`src/rtl/gpg_pkg.sv`:
```
package gpg_pkg;

   localparam int DEF_MAX_BANDS = 16;
   localparam int DEF_SPAN_BITS = 8;

   localparam int COLOR_W = 32;
   localparam int RGB_W   = 24;
   localparam int CHAN_W  = 8;
   localparam int POS_W   = 20;

   localparam logic [CHAN_W-1:0] ALPHA_OPAQUE = 8'hFF;

   localparam logic [1:0] OP_WRITE   = 2'd0;
   localparam logic [1:0] OP_EMIT    = 2'd1;
   localparam logic [1:0] OP_RESTART = 2'd2;

   localparam int CSR_IDX_W  = 2;
   localparam int CSR_DATA_W = 8;

   localparam logic [CSR_IDX_W-1:0] CSR_REPEAT = 2'd0;
   localparam logic [CSR_IDX_W-1:0] CSR_SCALE  = 2'd1;
   localparam logic [CSR_IDX_W-1:0] CSR_BANDS  = 2'd2;

endpackage

```
`src/rtl/gradient_palette_generator.sv`:
```
// Gradient palette generator. Write requests load band entries (colour, width, flat or linear
// mode) into a band memory with one write and one registered read port; emit requests return
// the palette one entry per request, the cursor wrapping after the last entry, and restart
// requests put the cursor back at entry zero. Write, restart and unused requests are handled in
// the cycle in which they are accepted. An emit then reads and checks each band probed while
// the cursor looks for its band (one memory read each, zero-width bands probed the same way),
// then reads and checks each band scanned after a band's final entry to decide whether it is
// the last palette entry, and then emits a flat entry directly or, for a linear one, reads the
// next band and runs the blend unit, an eight-step shift-add multiply and an eight-step
// restoring divide on all three channels together. The request side stalls while an emit is
// in progress; a finished entry waits in the output register without blocking the next
// request, and an emit that finishes while that register is still held waits for it. The
// band memory is not cleared: entries must be written before the palette reaches them. The
// user must write configuration only while the block is idle; the block does not enforce it.
module gradient_palette_generator #(
   parameter int MAX_BANDS = gpg_pkg::DEF_MAX_BANDS,
   parameter int SPAN_BITS = gpg_pkg::DEF_SPAN_BITS
) (
   input  logic                             clock,
   input  logic                             reset,

   input  logic                             req_valid,
   output logic                             req_stall,
   input  logic [1:0]                       req_opcode,
   input  logic [3:0]                       req_band_slot,
   input  logic [gpg_pkg::COLOR_W-1:0]      req_band_rgb,
   input  logic [7:0]                       req_band_span,
   input  logic                             req_band_blend,

   output logic                             rsp_valid,
   input  logic                             rsp_stall,
   output logic [gpg_pkg::COLOR_W-1:0]      rsp_entry_color,
   output logic [gpg_pkg::POS_W-1:0]        rsp_entry_position,
   output logic                             rsp_last_entry,

   input  logic                             csr_wr_en,
   input  logic [gpg_pkg::CSR_IDX_W-1:0]    csr_index,
   input  logic [gpg_pkg::CSR_DATA_W-1:0]   csr_wr_data
);

   localparam int AW = $clog2(MAX_BANDS);
   localparam int NW = $clog2(MAX_BANDS + 1);
   localparam int TW = $clog2(MAX_BANDS + 3);
   localparam int LW = SPAN_BITS + 8;
   localparam int CW = gpg_pkg::COLOR_W;
   localparam int EW = CW + SPAN_BITS + 1;

   localparam logic [3:0] ST_IDLE     = 4'd0;
   localparam logic [3:0] ST_FIND_RD  = 4'd1;
   localparam logic [3:0] ST_FIND_CHK = 4'd2;
   localparam logic [3:0] ST_LAST_RD  = 4'd3;
   localparam logic [3:0] ST_LAST_CHK = 4'd4;
   localparam logic [3:0] ST_COLOR    = 4'd5;
   localparam logic [3:0] ST_NEXT_RD  = 4'd6;
   localparam logic [3:0] ST_NEXT_CHK = 4'd7;
   localparam logic [3:0] ST_BLEND    = 4'd8;
   localparam logic [3:0] ST_EMIT     = 4'd9;

   logic [3:0]                 state_ff, state_in;
   logic                       repeat_ff, repeat_in;
   logic [7:0]                 scale_ff, scale_in;
   logic [4:0]                 bands_ff, bands_in;
   logic [NW-1:0]              cb_ff, cb_in;
   logic [LW-1:0]              off_ff, off_in;
   logic [gpg_pkg::POS_W-1:0]  cnt_ff, cnt_in;
   logic [TW-1:0]              tries_ff, tries_in;
   logic [NW-1:0]              sb_ff, sb_in;
   logic [CW-1:0]              c1_ff, c1_in;
   logic                       mode_ff, mode_in;
   logic [LW-1:0]              len_ff, len_in;
   logic                       tail_ff, tail_in;
   logic                       last_ff, last_in;
   logic [CW-1:0]              color_ff, color_in;
   logic                       rsp_valid_ff, rsp_valid_in;
   logic [CW-1:0]              rsp_color_ff, rsp_color_in;
   logic [gpg_pkg::POS_W-1:0]  rsp_pos_ff, rsp_pos_in;
   logic                       rsp_last_ff, rsp_last_in;

   logic [EW-1:0]              band_mem [MAX_BANDS];
   logic [EW-1:0]              rd_data_ff;
   logic [AW-1:0]              rd_addr;
   logic [AW-1:0]              wr_addr;
   logic [EW-1:0]              wr_data;
   logic                       mem_we;

   logic                       req_accept;
   logic                       out_free;
   logic [NW-1:0]              n_c;
   logic [NW-1:0]              n_m1;
   logic [NW-1:0]              cb_nx;
   logic                       cb_nx_ok;
   logic [NW-1:0]              chk_idx;
   logic                       chk_tail;
   logic [LW-1:0]              len_c;
   logic [CW-1:0]              rd_color;
   logic [SPAN_BITS-1:0]       rd_width;
   logic                       rd_mode;
   logic [SPAN_BITS+7:0]       span_wide;
   logic [AW+3:0]              slot_wide;
   logic                       slot_ok;
   logic                       blend_start;
   logic                       blend_done;
   logic [gpg_pkg::RGB_W-1:0]  blend_rgb;

   assign req_stall  = (state_ff != ST_IDLE);
   assign req_accept = req_valid && !req_stall;
   assign out_free   = !rsp_valid_ff || !rsp_stall;

   // bands in use, zero acts as one, clamped to the table depth
   always_comb begin
      if (bands_ff == 5'd0) begin
         n_c = NW'(1);
      end else if (32'(bands_ff) > MAX_BANDS) begin
         n_c = NW'(MAX_BANDS);
      end else begin
         n_c = NW'(bands_ff);
      end
   end

   assign n_m1     = n_c - NW'(1);
   assign cb_nx    = cb_ff + NW'(1);
   assign cb_nx_ok = ({1'b0, cb_ff} + (NW+1)'(1)) < {1'b0, n_c};

   assign rd_color = rd_data_ff[CW-1:0];
   assign rd_width = rd_data_ff[CW+SPAN_BITS-1:CW];
   assign rd_mode  = rd_data_ff[EW-1];

   // band length: the final band with repeat off gives one entry
   assign chk_idx  = (state_ff == ST_LAST_CHK) ? sb_ff : cb_ff;
   assign chk_tail = !repeat_ff && (chk_idx == n_m1);
   assign len_c    = chk_tail ? LW'(1) : (LW'(rd_width) * LW'(scale_ff));

   assign span_wide = {SPAN_BITS'(0), req_band_span};
   assign slot_wide = {AW'(0), req_band_slot};
   assign slot_ok   = (32'(req_band_slot) < MAX_BANDS);
   assign wr_addr   = slot_wide[AW-1:0];
   assign wr_data   = {req_band_blend, span_wide[SPAN_BITS-1:0], req_band_rgb};

   always_comb begin
      case (state_ff)
         ST_FIND_RD: rd_addr = (cb_ff >= n_c) ? AW'(0) : cb_ff[AW-1:0];
         ST_LAST_RD: rd_addr = sb_ff[AW-1:0];
         ST_NEXT_RD: rd_addr = cb_nx_ok ? cb_nx[AW-1:0] : AW'(0);
         default:    rd_addr = cb_ff[AW-1:0];
      endcase
   end

   always_ff @(posedge clock) begin
      if (mem_we) begin
         band_mem[wr_addr] <= wr_data;
      end
      rd_data_ff <= band_mem[rd_addr];
   end

   gpg_blend #(
      .LEN_W (LW)
   ) u_blend (
      .clock (clock),
      .reset (reset),
      .start (blend_start),
      .c1    (c1_ff[gpg_pkg::RGB_W-1:0]),
      .c2    (rd_color[gpg_pkg::RGB_W-1:0]),
      .pos   (off_ff),
      .span  (len_ff),
      .done  (blend_done),
      .rgb   (blend_rgb)
   );

   always_comb begin
      state_in     = state_ff;
      repeat_in    = repeat_ff;
      scale_in     = scale_ff;
      bands_in     = bands_ff;
      cb_in        = cb_ff;
      off_in       = off_ff;
      cnt_in       = cnt_ff;
      tries_in     = tries_ff;
      sb_in        = sb_ff;
      c1_in        = c1_ff;
      mode_in      = mode_ff;
      len_in       = len_ff;
      tail_in      = tail_ff;
      last_in      = last_ff;
      color_in     = color_ff;
      rsp_valid_in = rsp_valid_ff && rsp_stall;
      rsp_color_in = rsp_color_ff;
      rsp_pos_in   = rsp_pos_ff;
      rsp_last_in  = rsp_last_ff;
      mem_we       = 1'b0;
      blend_start  = 1'b0;

      if (csr_wr_en) begin
         case (csr_index)
            gpg_pkg::CSR_REPEAT: repeat_in = csr_wr_data[0];
            gpg_pkg::CSR_SCALE:  scale_in  = csr_wr_data[7:0];
            gpg_pkg::CSR_BANDS:  bands_in  = csr_wr_data[4:0];
            default: begin
            end
         endcase
      end

      case (state_ff)
         ST_IDLE: begin
            if (req_accept) begin
               case (req_opcode)
                  gpg_pkg::OP_WRITE: begin
                     mem_we = slot_ok;
                  end
                  gpg_pkg::OP_EMIT: begin
                     tries_in = '0;
                     state_in = ST_FIND_RD;
                  end
                  gpg_pkg::OP_RESTART: begin
                     cb_in  = '0;
                     off_in = '0;
                     cnt_in = '0;
                  end
                  default: begin
                  end
               endcase
            end
         end
         ST_FIND_RD: begin
            if (cb_ff >= n_c) begin
               cb_in  = '0;
               off_in = '0;
               cnt_in = '0;
            end
            state_in = ST_FIND_CHK;
         end
         ST_FIND_CHK: begin
            if (off_ff < len_c) begin
               c1_in   = rd_color;
               mode_in = rd_mode;
               len_in  = len_c;
               tail_in = chk_tail;
               if (((LW+1)'(off_ff) + (LW+1)'(1)) == {1'b0, len_c}) begin
                  if (cb_nx_ok) begin
                     sb_in    = cb_nx;
                     state_in = ST_LAST_RD;
                  end else begin
                     last_in  = 1'b1;
                     state_in = ST_COLOR;
                  end
               end else begin
                  last_in  = 1'b0;
                  state_in = ST_COLOR;
               end
            end else begin
               cb_in  = cb_nx;
               off_in = '0;
               if (tries_ff == (TW'(n_c) + TW'(1))) begin
                  // nothing to emit
                  cb_in    = '0;
                  cnt_in   = '0;
                  state_in = ST_IDLE;
               end else begin
                  tries_in = tries_ff + TW'(1);
                  state_in = ST_FIND_RD;
               end
            end
         end
         ST_LAST_RD: begin
            state_in = ST_LAST_CHK;
         end
         ST_LAST_CHK: begin
            if (len_c != '0) begin
               last_in  = 1'b0;
               state_in = ST_COLOR;
            end else if (({1'b0, sb_ff} + (NW+1)'(1)) < {1'b0, n_c}) begin
               sb_in    = sb_ff + NW'(1);
               state_in = ST_LAST_RD;
            end else begin
               last_in  = 1'b1;
               state_in = ST_COLOR;
            end
         end
         ST_COLOR: begin
            if (tail_ff || !mode_ff) begin
               color_in = c1_ff;
               state_in = ST_EMIT;
            end else begin
               state_in = ST_NEXT_RD;
            end
         end
         ST_NEXT_RD: begin
            state_in = ST_NEXT_CHK;
         end
         ST_NEXT_CHK: begin
            blend_start = 1'b1;
            state_in    = ST_BLEND;
         end
         ST_BLEND: begin
            if (blend_done) begin
               color_in = {gpg_pkg::ALPHA_OPAQUE, blend_rgb};
               state_in = ST_EMIT;
            end
         end
         ST_EMIT: begin
            if (out_free) begin
               rsp_valid_in = 1'b1;
               rsp_color_in = color_ff;
               rsp_pos_in   = cnt_ff;
               rsp_last_in  = last_ff;
               if (last_ff) begin
                  cb_in  = '0;
                  off_in = '0;
                  cnt_in = '0;
               end else begin
                  off_in = off_ff + LW'(1);
                  cnt_in = cnt_ff + gpg_pkg::POS_W'(1);
                  if (((LW+1)'(off_ff) + (LW+1)'(1)) >= {1'b0, len_ff}) begin
                     cb_in  = cb_nx;
                     off_in = '0;
                  end
               end
               state_in = ST_IDLE;
            end
         end
         default: begin
            state_in = ST_IDLE;
         end
      endcase
   end

   always_ff @(posedge clock) begin
      if (reset) begin
         state_ff     <= ST_IDLE;
         repeat_ff    <= 1'b0;
         scale_ff     <= 8'd1;
         bands_ff     <= 5'd1;
         cb_ff        <= '0;
         off_ff       <= '0;
         cnt_ff       <= '0;
         tries_ff     <= '0;
         rsp_valid_ff <= 1'b0;
      end else begin
         state_ff     <= state_in;
         repeat_ff    <= repeat_in;
         scale_ff     <= scale_in;
         bands_ff     <= bands_in;
         cb_ff        <= cb_in;
         off_ff       <= off_in;
         cnt_ff       <= cnt_in;
         tries_ff     <= tries_in;
         rsp_valid_ff <= rsp_valid_in;
      end
   end

   always_ff @(posedge clock) begin
      sb_ff        <= sb_in;
      c1_ff        <= c1_in;
      mode_ff      <= mode_in;
      len_ff       <= len_in;
      tail_ff      <= tail_in;
      last_ff      <= last_in;
      color_ff     <= color_in;
      rsp_color_ff <= rsp_color_in;
      rsp_pos_ff   <= rsp_pos_in;
      rsp_last_ff  <= rsp_last_in;
   end

   assign rsp_valid          = rsp_valid_ff;
   assign rsp_entry_color    = rsp_color_ff;
   assign rsp_entry_position = rsp_pos_ff;
   assign rsp_last_entry     = rsp_last_ff;

endmodule

```
`src/rtl/gpg_blend.sv`:
```
module gpg_blend #(
   parameter int LEN_W = gpg_pkg::DEF_SPAN_BITS + 8
) (
   input  logic                        clock,
   input  logic                        reset,
   input  logic                        start,
   input  logic [gpg_pkg::RGB_W-1:0]   c1,
   input  logic [gpg_pkg::RGB_W-1:0]   c2,
   input  logic [LEN_W-1:0]            pos,
   input  logic [LEN_W-1:0]            span,
   output logic                        done,
   output logic [gpg_pkg::RGB_W-1:0]   rgb
);

   localparam int ACC_W = LEN_W + gpg_pkg::CHAN_W;
   localparam int DIV_W = LEN_W + 10;
   localparam int NCH   = gpg_pkg::RGB_W / gpg_pkg::CHAN_W;

   localparam logic [1:0] PH_IDLE = 2'd0;
   localparam logic [1:0] PH_MUL  = 2'd1;
   localparam logic [1:0] PH_LOAD = 2'd2;
   localparam logic [1:0] PH_DIV  = 2'd3;

   logic [1:0]                  phase_ff, phase_in;
   logic [2:0]                  step_ff, step_in;
   logic                        done_ff, done_in;
   logic [LEN_W-1:0]            wmi_ff, wmi_in;
   logic [LEN_W-1:0]            pos_ff, pos_in;
   logic [LEN_W-1:0]            span_ff, span_in;
   logic [gpg_pkg::RGB_W-1:0]   c1_ff, c1_in;
   logic [gpg_pkg::RGB_W-1:0]   c2_ff, c2_in;
   logic [ACC_W-1:0]            acc_ff [NCH];
   logic [ACC_W-1:0]            acc_in [NCH];
   logic [DIV_W-1:0]            rem_ff [NCH];
   logic [DIV_W-1:0]            rem_in [NCH];
   logic [gpg_pkg::CHAN_W-1:0]  q_ff [NCH];
   logic [gpg_pkg::CHAN_W-1:0]  q_in [NCH];
   logic [DIV_W-1:0]            dv_ff, dv_in;

   always_comb begin
      phase_in = phase_ff;
      step_in  = step_ff;
      done_in  = 1'b0;
      wmi_in   = wmi_ff;
      pos_in   = pos_ff;
      span_in  = span_ff;
      c1_in    = c1_ff;
      c2_in    = c2_ff;
      dv_in    = dv_ff;
      for (int ch = 0; ch < NCH; ch++) begin
         acc_in[ch] = acc_ff[ch];
         rem_in[ch] = rem_ff[ch];
         q_in[ch]   = q_ff[ch];
      end
      case (phase_ff)
         PH_IDLE: begin
            if (start) begin
               wmi_in   = span - pos;
               pos_in   = pos;
               span_in  = span;
               c1_in    = c1;
               c2_in    = c2;
               step_in  = 3'd7;
               phase_in = PH_MUL;
               for (int ch = 0; ch < NCH; ch++) begin
                  acc_in[ch] = '0;
               end
            end
         end
         PH_MUL: begin
            // shift-add of c1*(w-i) + c2*i, msb first
            for (int ch = 0; ch < NCH; ch++) begin
               acc_in[ch] = (acc_ff[ch] << 1)
                  + (c1_ff[gpg_pkg::CHAN_W*ch + int'(step_ff)] ? ACC_W'(wmi_ff) : '0)
                  + (c2_ff[gpg_pkg::CHAN_W*ch + int'(step_ff)] ? ACC_W'(pos_ff) : '0);
            end
            if (step_ff == 3'd0) begin
               phase_in = PH_LOAD;
            end else begin
               step_in = step_ff - 3'd1;
            end
         end
         PH_LOAD: begin
            // round half up: (2*num + w) / (2*w)
            for (int ch = 0; ch < NCH; ch++) begin
               rem_in[ch] = DIV_W'({acc_ff[ch], 1'b0}) + DIV_W'(span_ff);
               q_in[ch]   = '0;
            end
            dv_in    = DIV_W'(span_ff) << 8;
            step_in  = 3'd7;
            phase_in = PH_DIV;
         end
         PH_DIV: begin
            for (int ch = 0; ch < NCH; ch++) begin
               if (rem_ff[ch] >= dv_ff) begin
                  rem_in[ch] = rem_ff[ch] - dv_ff;
                  q_in[ch]   = {q_ff[ch][gpg_pkg::CHAN_W-2:0], 1'b1};
               end else begin
                  q_in[ch]   = {q_ff[ch][gpg_pkg::CHAN_W-2:0], 1'b0};
               end
            end
            dv_in = dv_ff >> 1;
            if (step_ff == 3'd0) begin
               done_in  = 1'b1;
               phase_in = PH_IDLE;
            end else begin
               step_in = step_ff - 3'd1;
            end
         end
         default: begin
            phase_in = PH_IDLE;
         end
      endcase
   end

   always_ff @(posedge clock) begin
      if (reset) begin
         phase_ff <= PH_IDLE;
         done_ff  <= 1'b0;
      end else begin
         phase_ff <= phase_in;
         done_ff  <= done_in;
      end
   end

   always_ff @(posedge clock) begin
      step_ff <= step_in;
      wmi_ff  <= wmi_in;
      pos_ff  <= pos_in;
      span_ff <= span_in;
      c1_ff   <= c1_in;
      c2_ff   <= c2_in;
      dv_ff   <= dv_in;
      for (int ch = 0; ch < NCH; ch++) begin
         acc_ff[ch] <= acc_in[ch];
         rem_ff[ch] <= rem_in[ch];
         q_ff[ch]   <= q_in[ch];
      end
   end

   assign done = done_ff;
   assign rgb  = {q_ff[2], q_ff[1], q_ff[0]};

endmodule
```
`config.mk`:
```
export PLATFORM = sky130hd
export DESIGN_NAME = gradient_palette_generator
export DESIGN_NICKNAME = d
export VERILOG_FILES = /design/src/rtl/gpg_pkg.sv /design/src/rtl/gradient_palette_generator.sv /design/src/rtl/gpg_blend.sv
export SDC_FILE = /design/constraint.sdc
export NUM_CORES = 2
export LEC_CHECK = 0
export ABC_CLOCK_PERIOD_IN_PS = 11550
export BUFFER_PORTS_ARGS = -buffer_cell sky130_fd_sc_hd__buf_2
export CORE_ASPECT_RATIO = 0.9
export CORE_MARGIN = 2
export CORE_UTILIZATION = 30
export CTS_CLUSTER_DIAMETER = 200
export CTS_CLUSTER_SIZE = 20
export DETAILED_ROUTE_END_ITERATION = 8
export GPL_TIMING_DRIVEN = 0
export PLACE_DENSITY_LB_ADDON = 0.05
export SYNTH_ARGS = -nofsm -noshare
export SYNTH_HDL_FRONTEND = slang
export SYNTH_SLANG_ARGS = --single-unit
```
`constraint.sdc`:
```
create_clock -name clock -period 11.55 [get_ports clock]
set_clock_uncertainty 0.1 [all_clocks]
set_input_delay 1.155 -clock clock [delete_from_list [all_inputs] [get_ports clock]]
set_output_delay 1.155 -clock clock [all_outputs]
set_load 0.05 [all_outputs]
```
==> metrics.cfg <==
[sta]
tightest_slew_ns=1.506
rsz0062_at_grt=false
fin_ws_ns=2.100
max_freq_mhz=105.8
setup_viol=0
slew_headroom_pct=-0.6684
fin_crit_ns=9.450
post-route-period-util_pct=81.82
holdWs_ns=0.3091
final_hold_viol_count=0
drv_slew=4

[floorplanning]
rows=155
die_w_um=476.3
start_util_pct=30.26
core_mm2=0.1990
die-area_mm2=0.2043
ioPinCount=117
die_h_um=429.0

[worst_setup_path]
worstPathCellList=nand2_1 -> fa_1 -> fa_1 -> inv_1 -> fa_1 -> inv_1 -> fa_1 -> inv_1 -> ha_1 -> nor3_1 -> o21ai_0 -> a21oi_1 -> mux2i_1 -> o21ai_0 -> ha_1 -> nand4_1 -> a2111oi_1 -> nor2_4 -> nor2_1 -> o21ai_1 -> nand2_1 -> clkbuf_1 -> nor2_1
setup.worst_path.class=reg -> reg
cp.arrival_ns=9.95
worstPathMaxFanout=17
cpLargestDelayFamily=compound AO/OA/AOI/OAI gates
startpoint_type=flop
path_buf_inv=4
cp_common_cell=fa_1
end_kind=flop
crit_path_max_incr_delay_ns=1.34
required_ns=12.05
cp_slowest_cell=a2111oi_1

[yosys]
yosysSeqAreaShare_pct=58.18
synthDistinctLibCells=80
syn-cell-area_mm2=0.06022
syn_area_per_cell_um2=12.10
synth-edff-count=1094
synthFlopType=edfxtp_1
ys_warn_count=0
synth-async-reset-ratio_pct=0
synth_top_area_share_pct=54.55
synth.net_count=5407
synth_area_leader_cell=edfxtp_1
ys_ff_latch=1203
synthTopCellsByArea=edfxtp_1 (55%), ha_1 (5.8%), dfxtp_1 (3.6%)
postSynthCellCount=4975

[placement]
numPortBuffers=115
dp_slack_ns=2.313
place_hpwl_um=145500
finalWeightedCongestion=0.8300

[power]
powerDensity_mw_per_mm2=137.9
max-vdd-ir-drop_v=0.0001026
p_total_uw=9312
power_leakage_uw=0.02429

[global_route]
grt_pass1_vias=39190
grt_max_degree=40
overflow=0
grt_pass1_wl_um=280800
antenna_found_initial=18
track_usage_pct=18.68

[clock_network]
numCtsBuffers=70
clk_pin_slew_ns=0.09
clock_sinks=1203
clk_latency_ns=0.75
cts_tree=done
htree_levels=3
cts_setup_buffers=0
root_buffer=clkbuf_16
cts_buffer_depth=3
cts_resized=0
cts_hold_buf=0

[routing]
drc=0
detail_route.vias_per_cell=4.939
wl_per_cell_um=24.57
final_antenna_net_count=0
firstDrtPassIters=5
routed_wl_um=195000
drt-initial-drc-count=2816
num_vias=39210

[status]
outcome=complete, but fails checks
violations=max-capacitance violations, max-slew violations

[cells_and_area]
nets=5663
drive_gt1_share_pct=8.927
areaGrowthSynthToFinish_pct=12.16
fin_util_pct=33.94
nFillCells=19940

[job]
maxCapViolCount=1

[min_path]
hold_class=reg -> reg

[registers in the layout (all words and copies together), names as in the netlist, 20 cells and up]
signal / flops
band_mem: 656
c1_ff: 32
cnt_ff: 20
color_ff: 32
rd_data_ff: 41
rsp_entry_color: 32
rsp_entry_position: 20
u_blend.acc_ff: 72
u_blend.c1_ff: 24
u_blend.c2_ff: 24
u_blend.dv_ff: 24
u_blend.q_ff: 24
u_blend.rem_ff: 78
[placed cells by master (no fill, tap or decap), drive strengths merged, types with 120 or more instances in the layout]
| master | synthesis | routed |
|---|---|---|
| and3 | 120 | 120 |
| xnor2 | 143 | 143 |
| ha | 279 | 279 |
| edfxtp | 1094 | 1094 |
| buf | 34 | 217 |
| clkbuf | 160 | 260 |
| a21oi | 267 | 267 |
| o21ai | 140 | 140 |
| mux2 | 125 | 125 |
| nand2 | 459 | 459 |
| nor2 | 363 | 363 |
| inv | 341 | 345 |
[per-stage QoR]
step | TNS, ns | cell area (um^2) | instances
finish | 0 | 67540 | 7938
global route | 0 | 67530 | 7935
CTS | 0 | 67510 | 7932
detailed placement | 0 | 65470 | 7826
global placement | -341.31 | 64130 | 7759
floorplan | 0 | 60220 | 4975
[logic make-up (layout without fill, tap and decap cells)]
kind of cell             after synthesis  in the layout  synth area share, %
AO/OA/AOI/OAI                        966            966                10.33
multiplexers                         251            251                4.681
AND/OR/NAND/NOR                     1402           1402                10.99
other                                  0              4                    0
buffers and inverters                536            826                3.406
adder cells (fa/ha/maj)              370            370                8.822
flip-flops                          1203           1203                58.18
XOR/XNOR                             247            247                3.592
[final cells by class]
cell class | instances | area [um^2] | area share (%)
Clock buffer | 99 | 1882 | 2.786
Inverter | 342 | 1296 | 1.919
Antenna cell | 4 | 10.01 | 0.01482
Clock inverter | 7 | 158.9 | 0.2353
Buffer | 194 | 754.5 | 1.117
Tap cell | 2669 | 3339 | 4.944
Multi-Input combinational cell | 3236 | 23330 | 34.55
Sequential cell | 1203 | 35030 | 51.87
Timing Repair Buffer | 184 | 1734 | 2.568
[worst paths after layout]
| check | to | from | depth (start not counted) | slack (ns) |
|---|---|---|---|---|
| min reg2reg | c1_ff[30]$_DFFE_PP_ | rd_data_ff[30]$_DFF_P_ | 0 | 0.31 |
| min | c1_ff[30]$_DFFE_PP_ | rd_data_ff[30]$_DFF_P_ | 0 | 0.31 |
| max | off_ff[9]$_SDFFE_PP0P_ | scale_ff[2]$_SDFFE_PP0P_ | 23 | 2.10 |
| max reg2reg | off_ff[9]$_SDFFE_PP0P_ | scale_ff[2]$_SDFFE_PP0P_ | 23 | 2.10 |
[power breakdown]
group / switching, uW / total, uW / internal [uW]
Sequential: 88.3 / 4990 / 4900
Clock: 1570 / 2740 / 1170
Combinational: 1050 / 1580 / 531
Total: 2710 / 9310 / 6600
[synth_stat cells (104+ instances only)]
cell type  count
edfxtp_1    1094
nand2_1      459
nor2_1       363
inv_1        340
ha_1         279
a21oi_1      267
clkbuf_1     160
xnor2_1      143
o21ai_0      139
mux2_2       125
and3_1       120
mux2i_1      114
a211oi_1     113
dfxtp_1      109
xor2_1       104
[per-layer routing]
layer  global-route usage (%)  share of wire (%)
met4                    3.763                2.0
met2                    31.45                 48
met1                    25.80                 47
met5                        0              0.036
met3                    2.266                3.2
[worst reg2reg max path, cell delays in order (launching register included)]
cell	delay [ns]
dfxtp_1	0.62
nand2_1	0.16
fa_1	0.53
fa_1	0.54
inv_1	0.05
fa_1	0.48
inv_1	0.06
fa_1	0.47
inv_1	0.04
ha_1	0.20
nor3_1	0.31
o21ai_0	0.25
a21oi_1	0.35
mux2i_1	0.26
o21ai_0	0.21
ha_1	0.36
nand4_1	0.23
a2111oi_1	1.34
nor2_4	0.35
nor2_1	0.78
o21ai_1	0.51
nand2_1	0.51
clkbuf_1	0.54
nor2_1	0.11
Power figures use the tool's default switching activity.
